$ cat src/assert_macros.svh
// Assertion helpers shared by the RTL files.
`ifndef ASSERT_MACROS_SVH
`define ASSERT_MACROS_SVH

// Clocked check, masked while reset is low.
`define SWPB_ASSERT(label, clk, rst_n, prop, msg) \
  label: assert property (@(posedge clk) disable iff (!rst_n) prop) else $error(msg);

// Clocked check that also holds during reset.
`define SWPB_ASSERT_ALWAYS(label, clk, prop, msg) \
  label: assert property (@(posedge clk) prop) else $error(msg);

`endif

$ cat src/swpb_pkg.sv
// ----------------------------------------------------------------------------
// swpb_pkg
// Shared types, constants and helpers of the sliding-window packet buffer.
// ----------------------------------------------------------------------------
package swpb_pkg;

  localparam int DEF_STORE_DEPTH = 16;
  localparam int MAX_WIN         = 31;   // largest window a 5-bit size can ask for
  localparam int WS_W            = 5;
  localparam int SEQ_W           = 32;
  localparam int PAY_W           = 64;
  localparam int FUNC_W          = 3;
  localparam int REM_W           = 5;
  localparam int CNT_W           = 6;
  localparam logic [WS_W-1:0] WS_RESET = 5'd16;

  typedef enum logic [FUNC_W-1:0] {
    OP_ADD    = 3'd0,
    OP_READ   = 3'd1,
    OP_REMOVE = 3'd2,
    OP_SLIDE  = 3'd3,
    OP_SET    = 3'd4,
    OP_QUERY  = 3'd5
  } op_t;

  typedef struct packed {
    op_t              op;
    logic [SEQ_W-1:0] seq;
    logic [PAY_W-1:0] payload;
  } item_t;

  // Slots covered by a circular run of 'count' slots from 'start', modulo 'size'.
  function automatic logic [MAX_WIN-1:0] slot_mask(input logic [REM_W-1:0] start,
                                                   input logic [CNT_W-1:0] count,
                                                   input logic [REM_W-1:0] size);
    logic [MAX_WIN-1:0] m;
    logic [CNT_W-1:0]   jv;
    logic [CNT_W-1:0]   off;
    m = '0;
    for (int j = 0; j < MAX_WIN; j++) begin
      jv = CNT_W'(j);
      if (jv >= {1'b0, start}) begin
        off = jv - {1'b0, start};
      end else begin
        off = jv + {1'b0, size} - {1'b0, start};
      end
      m[j] = (jv < {1'b0, size}) && (off < count);
    end
    return m;
  endfunction

endpackage

$ cat src/swpb_front.sv
// ----------------------------------------------------------------------------
// swpb_front
// Accepts input transactions, decodes the function code and queues them
// in a two-entry FIFO for the back end.
// ----------------------------------------------------------------------------
`include "assert_macros.svh"

module swpb_front (
  input  logic                          clk,
  input  logic                          rst_n,
  input  logic                          in_valid,
  output logic                          in_ready,
  input  logic [swpb_pkg::FUNC_W-1:0]   in_func,
  input  logic [swpb_pkg::SEQ_W-1:0]    in_seq,
  input  logic [swpb_pkg::PAY_W-1:0]    in_payload,
  output logic                          q_valid,
  output swpb_pkg::item_t               q_item,
  input  logic                          q_pop
);

  swpb_pkg::item_t fifo_r [2];
  logic [1:0]      cnt_r;
  logic            rd_ptr_r;
  logic            wr_ptr_r;
  swpb_pkg::item_t new_item;
  logic            push;

  always_comb begin
    new_item.seq     = in_seq;
    new_item.payload = in_payload;
    case (swpb_pkg::op_t'(in_func))
      swpb_pkg::OP_ADD, swpb_pkg::OP_READ, swpb_pkg::OP_REMOVE,
      swpb_pkg::OP_SLIDE, swpb_pkg::OP_SET: begin
        new_item.op = swpb_pkg::op_t'(in_func);
      end
      default: begin
        // unused codes behave as a query
        new_item.op = swpb_pkg::OP_QUERY;
      end
    endcase
  end

  assign in_ready = (cnt_r != 2'd2);
  assign push     = in_valid && in_ready;
  assign q_valid  = (cnt_r != 2'd0);
  assign q_item   = fifo_r[rd_ptr_r];

  always_ff @(posedge clk) begin
    if (!rst_n) begin
      cnt_r    <= 2'd0;
      rd_ptr_r <= 1'b0;
      wr_ptr_r <= 1'b0;
    end else begin
      if (push) begin
        wr_ptr_r <= ~wr_ptr_r;
      end
      if (q_pop) begin
        rd_ptr_r <= ~rd_ptr_r;
      end
      cnt_r <= cnt_r + {1'b0, push} - {1'b0, q_pop};
    end
  end

  always_ff @(posedge clk) begin
    if (push) begin
      fifo_r[wr_ptr_r] <= new_item;
    end
  end

  `SWPB_ASSERT(a_pop_nonempty, clk, rst_n, q_pop |-> q_valid, "pop from empty queue")
  `SWPB_ASSERT(a_cnt_range, clk, rst_n, cnt_r != 2'd3, "queue count out of range")

endmodule

$ cat src/swpb_mod.sv
// ----------------------------------------------------------------------------
// swpb_mod
// Iterative remainder unit: 32-bit dividend modulo a 5-bit divisor,
// four dividend bits per cycle, with done flagging the result.
// ----------------------------------------------------------------------------
module swpb_mod (
  input  logic                         clk,
  input  logic                         rst_n,
  input  logic                         start,
  input  logic [swpb_pkg::SEQ_W-1:0]   dividend,
  input  logic [swpb_pkg::REM_W-1:0]   divisor,
  output logic                         done,
  output logic [swpb_pkg::REM_W-1:0]   rem
);

  logic [swpb_pkg::SEQ_W-1:0] dvd_r;
  logic [swpb_pkg::REM_W-1:0] div_r;
  logic [swpb_pkg::REM_W-1:0] rem_r;
  logic [swpb_pkg::REM_W-1:0] rem_nxt;
  logic [2:0]                 cnt_r;
  logic                       busy_r;
  logic                       done_r;

  always_comb begin
    logic [swpb_pkg::REM_W:0] r;
    r = {1'b0, rem_r};
    for (int k = 0; k < 4; k++) begin
      r = {r[swpb_pkg::REM_W-1:0], dvd_r[swpb_pkg::SEQ_W-1-k]};
      if (r >= {1'b0, div_r}) begin
        r = r - {1'b0, div_r};
      end
    end
    rem_nxt = r[swpb_pkg::REM_W-1:0];
  end

  always_ff @(posedge clk) begin
    if (!rst_n) begin
      busy_r <= 1'b0;
      done_r <= 1'b0;
      cnt_r  <= 3'd0;
    end else begin
      done_r <= 1'b0;
      if (start) begin
        busy_r <= 1'b1;
        cnt_r  <= 3'd0;
      end else if (busy_r) begin
        cnt_r <= cnt_r + 3'd1;
        if (cnt_r == 3'd7) begin
          busy_r <= 1'b0;
          done_r <= 1'b1;
        end
      end
    end
  end

  always_ff @(posedge clk) begin
    if (start) begin
      dvd_r <= dividend;
      div_r <= divisor;
      rem_r <= '0;
    end else if (busy_r) begin
      dvd_r <= {dvd_r[swpb_pkg::SEQ_W-5:0], 4'd0};
      rem_r <= rem_nxt;
    end
  end

  assign done = done_r;
  assign rem  = rem_r;

endmodule

$ cat src/swpb_back.sv
// ----------------------------------------------------------------------------
// swpb_back
// Executes queued operations: slot index by remainder units, packet store,
// valid bits, window edges, and the registered result.
// ----------------------------------------------------------------------------
`include "assert_macros.svh"

module swpb_back #(
  parameter int STORE_DEPTH = swpb_pkg::DEF_STORE_DEPTH
) (
  input  logic                        clk,
  input  logic                        rst_n,
  input  logic                        cfg_wr_en,
  input  logic [swpb_pkg::WS_W-1:0]   cfg_wr_data,
  input  logic                        q_valid,
  input  swpb_pkg::item_t             q_item,
  output logic                        q_pop,
  output logic                        out_valid,
  input  logic                        out_ready,
  output logic [swpb_pkg::PAY_W-1:0]  out_payload_out,
  output logic                        out_entry_valid,
  output logic                        out_in_window,
  output logic                        out_window_closed,
  output logic                        out_all_slots_valid,
  output logic                        out_all_slots_empty
);

  localparam int NSLOT  = (STORE_DEPTH < swpb_pkg::MAX_WIN) ? STORE_DEPTH : swpb_pkg::MAX_WIN;
  localparam int SLOT_W = (NSLOT > 1) ? $clog2(NSLOT) : 1;
  localparam logic [swpb_pkg::WS_W-1:0] SIZE_MAX = swpb_pkg::WS_W'(NSLOT);

  typedef enum logic [2:0] {ST_IDLE, ST_DIV, ST_EXEC, ST_SCAN} state_t;

  state_t                       state_r;
  swpb_pkg::item_t              item_r;
  logic [swpb_pkg::WS_W-1:0]    ws_r;
  logic [swpb_pkg::SEQ_W-1:0]   bottom_r;
  logic [swpb_pkg::SEQ_W-1:0]   top_r;
  logic [swpb_pkg::SEQ_W-1:0]   nts_r;
  logic [NSLOT-1:0]             valid_r;
  logic [swpb_pkg::REM_W-1:0]   idx_r;
  logic [swpb_pkg::REM_W-1:0]   bidx_r;
  logic [swpb_pkg::REM_W-1:0]   b0_r;
  logic                         was_valid_r;
  logic [swpb_pkg::PAY_W-1:0]   rd_word_r;
  logic [swpb_pkg::PAY_W-1:0]   store [NSLOT];

  logic                         out_valid_r;
  logic [swpb_pkg::PAY_W-1:0]   out_payload_r;
  logic                         out_entry_valid_r;
  logic                         out_in_window_r;
  logic                         out_closed_r;
  logic                         out_all_v_r;
  logic                         out_all_e_r;

  logic                         mod_start;
  logic                         seq_done;
  logic                         bot_done;
  logic [swpb_pkg::REM_W-1:0]   seq_rem;
  logic [swpb_pkg::REM_W-1:0]   bot_rem;
  logic [swpb_pkg::REM_W-1:0]   size;
  logic [swpb_pkg::REM_W-1:0]   cfg_size;
  logic [SLOT_W-1:0]            slot;
  logic                         res_load;

  function automatic logic [swpb_pkg::REM_W-1:0] eff_size(input logic [swpb_pkg::WS_W-1:0] ws);
    logic [swpb_pkg::REM_W-1:0] s;
    if (ws == '0) begin
      s = swpb_pkg::REM_W'(1);
    end else if (ws > SIZE_MAX) begin
      s = SIZE_MAX;
    end else begin
      s = ws;
    end
    return s;
  endfunction

  assign size      = eff_size(ws_r);
  assign cfg_size  = eff_size(cfg_wr_data);
  assign slot      = idx_r[SLOT_W-1:0];
  assign mod_start = (state_r == ST_IDLE) && q_valid;
  assign q_pop     = mod_start;
  assign res_load  = (state_r == ST_SCAN) && (!out_valid_r || out_ready);

  swpb_mod u_mod_seq (
    .clk      (clk),
    .rst_n    (rst_n),
    .start    (mod_start),
    .dividend (q_item.seq - swpb_pkg::SEQ_W'(1)),
    .divisor  (size),
    .done     (seq_done),
    .rem      (seq_rem)
  );

  swpb_mod u_mod_bot (
    .clk      (clk),
    .rst_n    (rst_n),
    .start    (mod_start),
    .dividend (bottom_r - swpb_pkg::SEQ_W'(1)),
    .divisor  (size),
    .done     (bot_done),
    .rem      (bot_rem)
  );

  // slide clearing run and post-operation scan
  logic [swpb_pkg::SEQ_W-1:0]   slide_gap;
  logic [swpb_pkg::CNT_W-1:0]   slide_n;
  logic [swpb_pkg::MAX_WIN-1:0] clr_run;
  logic [NSLOT-1:0]             clr_mask;
  logic [swpb_pkg::SEQ_W-1:0]   span;
  logic [swpb_pkg::CNT_W-1:0]   scan_n;
  logic [swpb_pkg::MAX_WIN-1:0] scan_run;
  logic [NSLOT-1:0]             scan_mask;
  logic                         scan_all_v;
  logic                         scan_all_e;

  always_comb begin
    slide_gap = item_r.seq - bottom_r;
    if (item_r.seq <= bottom_r) begin
      slide_n = '0;
    end else if (slide_gap > swpb_pkg::SEQ_W'(size)) begin
      slide_n = swpb_pkg::CNT_W'(size);
    end else begin
      slide_n = slide_gap[swpb_pkg::CNT_W-1:0];
    end
    clr_run  = swpb_pkg::slot_mask(bidx_r, slide_n, size);
    clr_mask = clr_run[NSLOT-1:0];

    span = top_r - bottom_r;
    if (span >= swpb_pkg::SEQ_W'(size)) begin
      scan_n = swpb_pkg::CNT_W'(size);
    end else begin
      scan_n = span[swpb_pkg::CNT_W-1:0] + swpb_pkg::CNT_W'(1);
    end
    scan_run  = swpb_pkg::slot_mask(b0_r, scan_n, size);
    scan_mask = scan_run[NSLOT-1:0];
    if (top_r < bottom_r) begin
      scan_all_v = 1'b1;
      scan_all_e = 1'b1;
    end else begin
      scan_all_v = &(valid_r | ~scan_mask);
      scan_all_e = ~|(valid_r & scan_mask);
    end
  end

  always_ff @(posedge clk) begin
    if (!rst_n) begin
      state_r     <= ST_IDLE;
      ws_r        <= swpb_pkg::WS_RESET;
      bottom_r    <= swpb_pkg::SEQ_W'(1);
      top_r       <= swpb_pkg::SEQ_W'(eff_size(swpb_pkg::WS_RESET));
      nts_r       <= swpb_pkg::SEQ_W'(1);
      valid_r     <= '0;
      out_valid_r <= 1'b0;
    end else begin
      if (res_load) begin
        out_valid_r <= 1'b1;
      end else if (out_ready) begin
        out_valid_r <= 1'b0;
      end
      if (cfg_wr_en) begin
        ws_r  <= cfg_wr_data;
        top_r <= bottom_r + swpb_pkg::SEQ_W'(cfg_size) - swpb_pkg::SEQ_W'(1);
      end
      case (state_r)
        ST_IDLE: begin
          if (q_valid) begin
            item_r  <= q_item;
            state_r <= ST_DIV;
          end
        end
        ST_DIV: begin
          if (seq_done) begin
            idx_r   <= seq_rem;
            bidx_r  <= bot_rem;
            state_r <= ST_EXEC;
          end
        end
        ST_EXEC: begin
          was_valid_r <= valid_r[slot];
          b0_r        <= bidx_r;
          case (item_r.op)
            swpb_pkg::OP_ADD: begin
              valid_r[slot] <= 1'b1;
            end
            swpb_pkg::OP_REMOVE: begin
              valid_r[slot] <= 1'b0;
            end
            swpb_pkg::OP_SLIDE: begin
              valid_r  <= valid_r & ~clr_mask;
              bottom_r <= item_r.seq;
              top_r    <= item_r.seq + swpb_pkg::SEQ_W'(size) - swpb_pkg::SEQ_W'(1);
              b0_r     <= idx_r;
              if (nts_r < item_r.seq) begin
                nts_r <= item_r.seq;
              end
            end
            swpb_pkg::OP_SET: begin
              nts_r <= item_r.seq;
            end
            default: begin
            end
          endcase
          state_r <= ST_SCAN;
        end
        ST_SCAN: begin
          // hold until the result register is free
          if (res_load) begin
            out_payload_r     <= (item_r.op == swpb_pkg::OP_READ ||
                                  item_r.op == swpb_pkg::OP_REMOVE) ? rd_word_r : '0;
            out_entry_valid_r <= was_valid_r;
            out_in_window_r   <= (item_r.seq >= bottom_r) && (item_r.seq <= top_r);
            out_closed_r      <= nts_r > top_r;
            out_all_v_r       <= scan_all_v;
            out_all_e_r       <= scan_all_e;
            state_r           <= ST_IDLE;
          end
        end
        default: begin
          state_r <= ST_IDLE;
        end
      endcase
    end
  end

  always_ff @(posedge clk) begin
    if (state_r == ST_EXEC) begin
      rd_word_r <= store[slot];
      if (item_r.op == swpb_pkg::OP_ADD) begin
        store[slot] <= item_r.payload;
      end
    end
  end

  assign out_valid           = out_valid_r;
  assign out_payload_out     = out_payload_r;
  assign out_entry_valid     = out_entry_valid_r;
  assign out_in_window       = out_in_window_r;
  assign out_window_closed   = out_closed_r;
  assign out_all_slots_valid = out_all_v_r;
  assign out_all_slots_empty = out_all_e_r;

  `SWPB_ASSERT(a_mod_lockstep, clk, rst_n, seq_done == bot_done, "remainder units out of step")
  `SWPB_ASSERT(a_div_to_exec, clk, rst_n, (state_r == ST_DIV && seq_done) |=> state_r == ST_EXEC, "missed remainder result")
  `SWPB_ASSERT(a_pop_idle, clk, rst_n, q_pop |-> state_r == ST_IDLE, "pop while busy")

endmodule

$ cat src/sliding_window_packet_buffer.sv
// ----------------------------------------------------------------------------
// sliding_window_packet_buffer
// Selective-repeat window store: add, read, remove, slide, set next-to-send
// and query operations, one status result per transaction.
//
//  channel | ports                                   | handshake
//  in      | in_func, in_seq, in_payload             | in_valid / in_ready
//  out     | out_payload_out, out_entry_valid, ...   | out_valid / out_ready
//  cfg     | cfg_wr_data (window size)               | cfg_wr_en, no wait
//
// A transaction passes the back-end states in order: dispatch, waiting on
// the remainder units (8 steps of 4 sequence bits, then the done flag),
// execute, and a scan that loads the result register.
// The front queue holds two transactions while the back end is busy.
// Reset is synchronous, active low; valid bits clear at once.
// A stalled result register holds the back end in its scan step.
// ----------------------------------------------------------------------------
module sliding_window_packet_buffer #(
  parameter int STORE_DEPTH = swpb_pkg::DEF_STORE_DEPTH
) (
  input  logic                        clk,
  input  logic                        rst_n,
  input  logic                        cfg_wr_en,
  input  logic [swpb_pkg::WS_W-1:0]   cfg_wr_data,
  input  logic                        in_valid,
  output logic                        in_ready,
  input  logic [swpb_pkg::FUNC_W-1:0] in_func,
  input  logic [swpb_pkg::SEQ_W-1:0]  in_seq,
  input  logic [swpb_pkg::PAY_W-1:0]  in_payload,
  output logic                        out_valid,
  input  logic                        out_ready,
  output logic [swpb_pkg::PAY_W-1:0]  out_payload_out,
  output logic                        out_entry_valid,
  output logic                        out_in_window,
  output logic                        out_window_closed,
  output logic                        out_all_slots_valid,
  output logic                        out_all_slots_empty
);

  logic            q_valid;
  logic            q_pop;
  swpb_pkg::item_t q_item;

  swpb_front u_front (
    .clk        (clk),
    .rst_n      (rst_n),
    .in_valid   (in_valid),
    .in_ready   (in_ready),
    .in_func    (in_func),
    .in_seq     (in_seq),
    .in_payload (in_payload),
    .q_valid    (q_valid),
    .q_item     (q_item),
    .q_pop      (q_pop)
  );

  swpb_back #(
    .STORE_DEPTH (STORE_DEPTH)
  ) u_back (
    .clk                 (clk),
    .rst_n               (rst_n),
    .cfg_wr_en           (cfg_wr_en),
    .cfg_wr_data         (cfg_wr_data),
    .q_valid             (q_valid),
    .q_item              (q_item),
    .q_pop               (q_pop),
    .out_valid           (out_valid),
    .out_ready           (out_ready),
    .out_payload_out     (out_payload_out),
    .out_entry_valid     (out_entry_valid),
    .out_in_window       (out_in_window),
    .out_window_closed   (out_window_closed),
    .out_all_slots_valid (out_all_slots_valid),
    .out_all_slots_empty (out_all_slots_empty)
  );

endmodule
$ cat config.mk
export PLATFORM = sky130hd
export DESIGN_NAME = sliding_window_packet_buffer
export DESIGN_NICKNAME = d
export VERILOG_FILES = /design/src/swpb_pkg.sv /design/src/swpb_front.sv /design/src/swpb_mod.sv /design/src/swpb_back.sv /design/src/sliding_window_packet_buffer.sv
export VERILOG_INCLUDE_DIRS = /design/src /design/src/src
export SDC_FILE = /design/constraint.sdc
export NUM_CORES = 2
export LEC_CHECK = 0
export BUFFER_PORTS_ARGS = -buffer_cell sky130_fd_sc_hd__buf_2
export CAP_MARGIN = 30
export CORE_AREA = 2 2 402 404
export DETAILED_ROUTE_END_ITERATION = 8
export DIE_AREA = 0 0 404 406
export PLACE_DENSITY = 0.7
export SLEW_MARGIN = 25
export SYNTH_ARGS = -nofsm -noshare
export SYNTH_HDL_FRONTEND = slang
export SYNTH_SLANG_ARGS = --single-unit
$ cat constraint.sdc
create_clock -name clk -period 10.35 [get_ports clk]
set_clock_uncertainty 0.1 [all_clocks]
set_input_delay 0.5175 -clock clk [delete_from_list [all_inputs] [get_ports clk]]
set_output_delay 0.5175 -clock clk [all_outputs]
set_load 0.005 [all_outputs]
After elaboration in Yosys (flattened, before gate mapping)
Memory sizes are Yosys's and may differ from the RTL's. A register that Yosys moved wholly into a read port is not among the register bits.
Cells that the tools add are included.
- flip-flop bits (word level): 397
- RAM bits: 1222
- input port bits: 109
- output and inout port bits: 71
- memories: 2
- add/sub/neg operators: 100
- order comparisons: 100
- equal/unequal tests: 18
- multiplexer cells: 83
- bitwise operators: 12
- reduce and logical (&&, ||, !) cells: 65
- memories (memory ; depth ; bits a word ; rd ports ; clocked after Yosys merged registers in ; write ports ; RTL line ; text):
    u_back.store ; 16 ; 64 ; 1 ; 1 ; 1 ; swpb_back.sv:46 ; logic [swpb_pkg::PAY_W-1:0] store [NSLOT];
    u_front.fifo_r ; 2 ; 99 ; 1 ; 1 ; 1 ; swpb_front.sv:21 ; swpb_pkg::item_t fifo_r [2];
- operators by type and width (cell ; count):
    two-way mux 32 bit ; 8
    two-way mux 6 bit ; 35
    < comparator 6 bit ; 32
    subtractor 6 x 5 -> 6 bit ; 30
    subtractor 32 x 1 -> 32 bit, second input constant ; 4
    subtractor 4 x 5 -> 6 bit, first input constant ; 16
    >= comparator 4 x 5 -> 1 bit, first input constant ; 16
    two-way mux 5 bit ; 13
    adder 32 x 5 -> 32 bit ; 2
    <= comparator 32 bit ; 2
    < comparator 32 bit ; 2
    case mux 32 bit (2 select lines) ; 1
    subtractor 32 bit ; 2
    adder 4 x 5 -> 6 bit, first input constant ; 8
    bitwise AND 16 bit ; 3
    >= comparator 6 x 5 -> 1 bit ; 8
    inverter 16 bit ; 3
    case mux 16 bit (3 select lines) ; 1
    subtractor 3 x 5 -> 6 bit, first input constant ; 8
    >= comparator 3 x 5 -> 1 bit, first input constant ; 8
    < comparator 4 x 5 -> 1 bit, first input constant ; 8
    subtractor 5 bit ; 8
    logical AND 1 bit ; 37
    >= comparator 32 bit ; 1
    46 further kinds ; 122

Depth between registers and ports, before layout
- word-level depth: 11
- gate-level depth with buffers: 40
- mapped depth without buffers: 40

Modules after synthesis
From an unflattened synthesis, not the netlist that was laid out.
- cell total of the unflattened synthesis: 6170
- area total of the unflattened synthesis: 86354.1 µm²
- modules (own cells, without submodules) (module ; times used ; cells an instance ; area each (µm²)):
    swpb_back ; 1 ; 5365 ; 73100.1
    swpb_front ; 1 ; 339 ; 7455.9
    swpb_mod ; 2 ; 233 ; 2899.0

Worst setup path after synthesis
Ideal clock, no wire load.
- kind: register -> register
- start point: reg u_back.u_mod_seq.div_r[1] (netlist name)
- end point: reg u_back.u_mod_bot.rem_r (netlist bit u_back.u_mod_bot.rem[1])
- setup time: 0.124 ns
- arrival time: 7.339 ns
- data required time: 10.126 ns
- setup slack: 2.787 ns
- cell stages (with the launch flop): 32
- path buffers: 0
- period minus slack after synthesis: 7.563 ns
- cell sequence: edfxtp_1 inv_1 ha_1 and3_1 a311o_1 a21oi_1 mux2_2 ha_1 nor2b_1 o21ai_0 nand2b_1 a41o_1 a221oi_1 mux2i_1 ha_1 nor2b_1 o21ai_0 nand2b_1 a41o_1 a21oi_1 o211ai_1 nor2_1 a21oi_1 fa_1 a21o_1 a21oi_1 nand2_1 a21oi_1 nand2_1 mux2_2 mux2i_1 nor2_1
- RTL lines (element ; RTL line ; text):
    end signal: assignment ; swpb_mod.sv:63 ; rem_r <= rem_nxt;
    end: declaration ; swpb_mod.sv:18 ; logic [swpb_pkg::REM_W-1:0] rem_r;

==> results.yml <==
status:
  outcome: "finished, final reports clean"
min_path:
  hold_start: "in_func[1]"
  whs_path_depth: 2
  min_to: "u_front.fifo_r[1][97]$_DFFE_PP_"
  hp-class: "in2reg"
clocking:
  clk_pin_slew_ns: 0.06
  cts_tree: "done"
  htree_levels: 4
  clock_sinks: 1683
  ctsHoldBuffers: 102
  clockBufferDepth: 3
  root_buffer: "clkbuf_16"
  cts_inserted_buffers: 164
  post-cts-setup-buffers: 0
  cts_resized: 0
  clk_latency_ns: 0.82
timing:
  final_max_slew_viol_count: 0
  hold_violations: 0
  clock.fmax_mhz: 125.1
  tightest_slew_ns: 1.046
  rsz0062_at_grt: "false"
  min_period_ns: 7.995
  period_share_pct: 77.25
  finalSetupViolCount: 0
  tns_ns: 0
  slew_headroom_pct: 30.00
synthesis:
  synthTopCellsByCount: "edfxtp_1, ha_1, a21oi_1"
  synth_area_leader_cell: "edfxtp_1"
  syn_area_mm2: 0.08561
  ys.flop_type: "edfxtp_1"
  synth.most_common_cell: "edfxtp_1"
  synth_cell_types: 101
  ys_top_cells_by_area: "edfxtp_1, ha_1, mux4_2, dfxtp_1, a21oi_1"
  synthCells: 6342
  synth.avg_cell_area_um2: 13.50
  synth_edf_count: 1539
  synthArstFlopShare_pct: 0
  synth_warnings: 0
  synth-seq-cells: 1683
  synth_top_cell_area_share_pct: 53.98
  seq_area_frac_synth_pct: 57.35
worst_setup_path:
  crit_slowest_cell: "edfxtp_1"
  critPathLaunch: "u_back.u_mod_seq.div_r[0]$_DFFE_PP_"
  path_class: "reg2reg"
  ff2ff_path_depth: 34
  cp-start-kind: "flop"
  end_kind: "flop"
  critPathMaxFanout: 8
  crit_path_max_incr_delay_ns: 0.58
  worstPathArrival_ns: 8.55
  crit_required_ns: 10.90
  timing.rr.end: "u_back.u_mod_bot.rem[1]$_SDFFE_PP0P_"
  ff2ff_setup_slack_ns: 2.35
  reg2reg_from: "u_back.u_mod_seq.div_r[0]$_DFFE_PP_"
  crit_top_cell: "a21oi_1"
drt:
  drc_errors: 0
  via_per_inst: 6.254
  ant_nets: 0
  wl_per_cell_um: 26.40
  wl_um: 234300
  num_vias: 55500
  firstDrtPassIters: 6
  drt_iter0_drc: 6100
place:
  dpl_cell_area_mm2: 0.08919
  io_buffers: 179
  place_hpwl_um: 147000
  gp_congestion: 0.9559
cells_and_area:
  drive_gt1_share_pct: 15.03
  seq_area_mm2: 0.04910
  area_growth_pct: 12.06
  final_area_mm2: 0.09594
  nets: 7371
  fillCellCount: 12040
  post-route-util_pct: 60.09
  multi_input_area_mm2: 0.03459
pwr:
  total_leakage_power_nw: 34.56
  comb_power_share_pct: 33.2
  power.density_mw_per_mm2: 234.9
  p_switching_w: 0.007679
  seqPwrFrac_pct: 39.7
  total_power_w: 0.02254
  internal-power_w: 0.01486
  clock_power_share_pct: 27.2
  worst_ir_drop_vdd_uv: 365.6
  netSwitchingFraction_pct: 34.07
floorplanning:
  core-area_mm2: 0.1596
  die_area_mm2: 0.1640
  fp.dieW_um: 404
  ios: 180
  start_util_pct: 53.63
  die_h_um: 406
  rows: 147
global_routing:
  grt_pass1_wl_um: 348200
  grtUsageTotal_pct: 28.47
  grt_max_degree: 152
  first_global_vias: 54680
  grt_antenna_before_repair: 10
  overflow: 0
run:
  cap_violations: 0
==> power groups by stage <==
stage          logic, W  clock network (W)  registers (W)
6_report        0.00748            0.00612        0.00894
5_1_grt         0.00833            0.00644        0.00901
4_1_cts         0.00744            0.00620        0.00893
3_5_place_dp    0.00735                  0        0.00906
3_3_place_gp    0.00727                  0        0.00905
2_1_floorplan   0.00558                  0        0.00882
==> worst max-delay path by stage <==
stage,depth (start not counted),to
2_1_floorplan,31,u_back.u_mod_bot.rem[1]$_SDFFE_PP0P_
3_3_place_gp,31,u_back.u_mod_bot.rem[1]$_SDFFE_PP0P_
3_5_place_dp,32,u_back.u_mod_bot.rem[1]$_SDFFE_PP0P_
4_1_cts,32,u_back.u_mod_bot.rem[1]$_SDFFE_PP0P_
5_1_grt,33,u_back.u_mod_bot.rem[1]$_SDFFE_PP0P_
6_report,34,u_back.u_mod_bot.rem[1]$_SDFFE_PP0P_
==> kinds of logic (layout without fill, tap and decap cells) <==
group / Yosys count / count (layout) / share of synthesized area [%]
flops: 1683 / 1683 / 57.35
simple gates: 1366 / 1366 / 7.544
fa+ha+maj: 615 / 615 / 9.140
mux: 504 / 504 / 10.78
compound gates: 1304 / 1304 / 9.583
xor+xnor: 298 / 298 / 3.049
buf+inv: 571 / 1000 / 2.549
other cells: 1 / 18 / 0.004380
==> stage by stage <==
step | hold slack, ns | instances | setup slack (ns)
after floorplan | 0.3003 | 6357 | 2.787
after global placement | 0.3610 | 8458 | 1.829
after detailed placement | 0.3697 | 8462 | 2.000
after CTS | 0.05766 | 8861 | 1.967
after global routing | 0.1059 | 8873 | 1.600
final | 0.1399 | 8874 | 2.355
==> registers in the layout (all words and copies together), names as in the netlist, 16 cells and up, named ones only <==
name	count
u_back.store	1024
u_back.top_r	32
u_back.nts_r	32
u_back.u_mod_bot.dvd_r	32
u_back.out_payload_out	64
u_back.bottom_r	32
u_back.rd_word_r	64
u_back.valid_r	16
u_back.u_mod_seq.dvd_r	32
u_front.fifo_r	198
u_back.item_r	99
==> layout by cell type, fill, tap and decap left out, types with 21 or more instances in the layout <==
cell | synthesis | routed
mux4_2 | 325 | 325
mux2_2 | 96 | 96
and2_1 | 81 | 81
xor2_1 | 79 | 79
clkbuf_16 | 0 | 164
nor3_1 | 65 | 65
clkinv_2 | 0 | 31
dfxtp_1 | 144 | 143
edfxtp_1 | 1539 | 1539
and3_1 | 22 | 21
dlygate4sd3_1 | 0 | 102
clkbuf_1 | 194 | 27
xnor2_1 | 219 | 219
nand2b_1 | 51 | 51
buf_2 | 14 | 179
o21bai_1 | 28 | 28
a211oi_1 | 51 | 50
nand2_1 | 421 | 420
o31ai_1 | 50 | 50
nand4_1 | 41 | 41
clkinv_1 | 10 | 37
buf_4 | 3 | 81
o21ai_0 | 300 | 298
ha_1 | 587 | 586
mux2i_1 | 83 | 83
o211ai_1 | 39 | 39
inv_1 | 309 | 309
nor2b_1 | 94 | 94
a21oi_1 | 431 | 431
a31oi_1 | 30 | 30
nor2_1 | 385 | 364
or3_1 | 25 | 25
nand3_1 | 101 | 101
a21o_1 | 143 | 143
==> metal layers <==
metal  share of wire, %  up-vias  track usage (%)
met4                2.7        6            8.576
li1                   -    24820                -
met1                 41    27770            39.50
met5              0.015        -                0
met3                8.0      396            4.213
met2                 48     2513            46.77
==> layout make-up <==
type | instances | area share [%]
tap | 2086 | 2.720
inverter | 321 | 1.257
timing repair buffer | 382 | 3.017
sequential | 1683 | 51.18
antenna | 2 | 0.005217
multi-input combinational | 4103 | 36.05
clock buffer | 195 | 4.441
clock inverter | 102 | 1.330
==> worst max-delay path, delay by kind of cell, from the launching register on <==
kind | cells | cell delay (ns)
flops | 1 | 0.58
fa+ha+maj | 5 | 1.71
buf+inv | 2 | 0.32
simple gates | 9 | 0.95
mux | 3 | 0.88
compound gates | 15 | 3.32
Power figures use the tool's default switching activity.
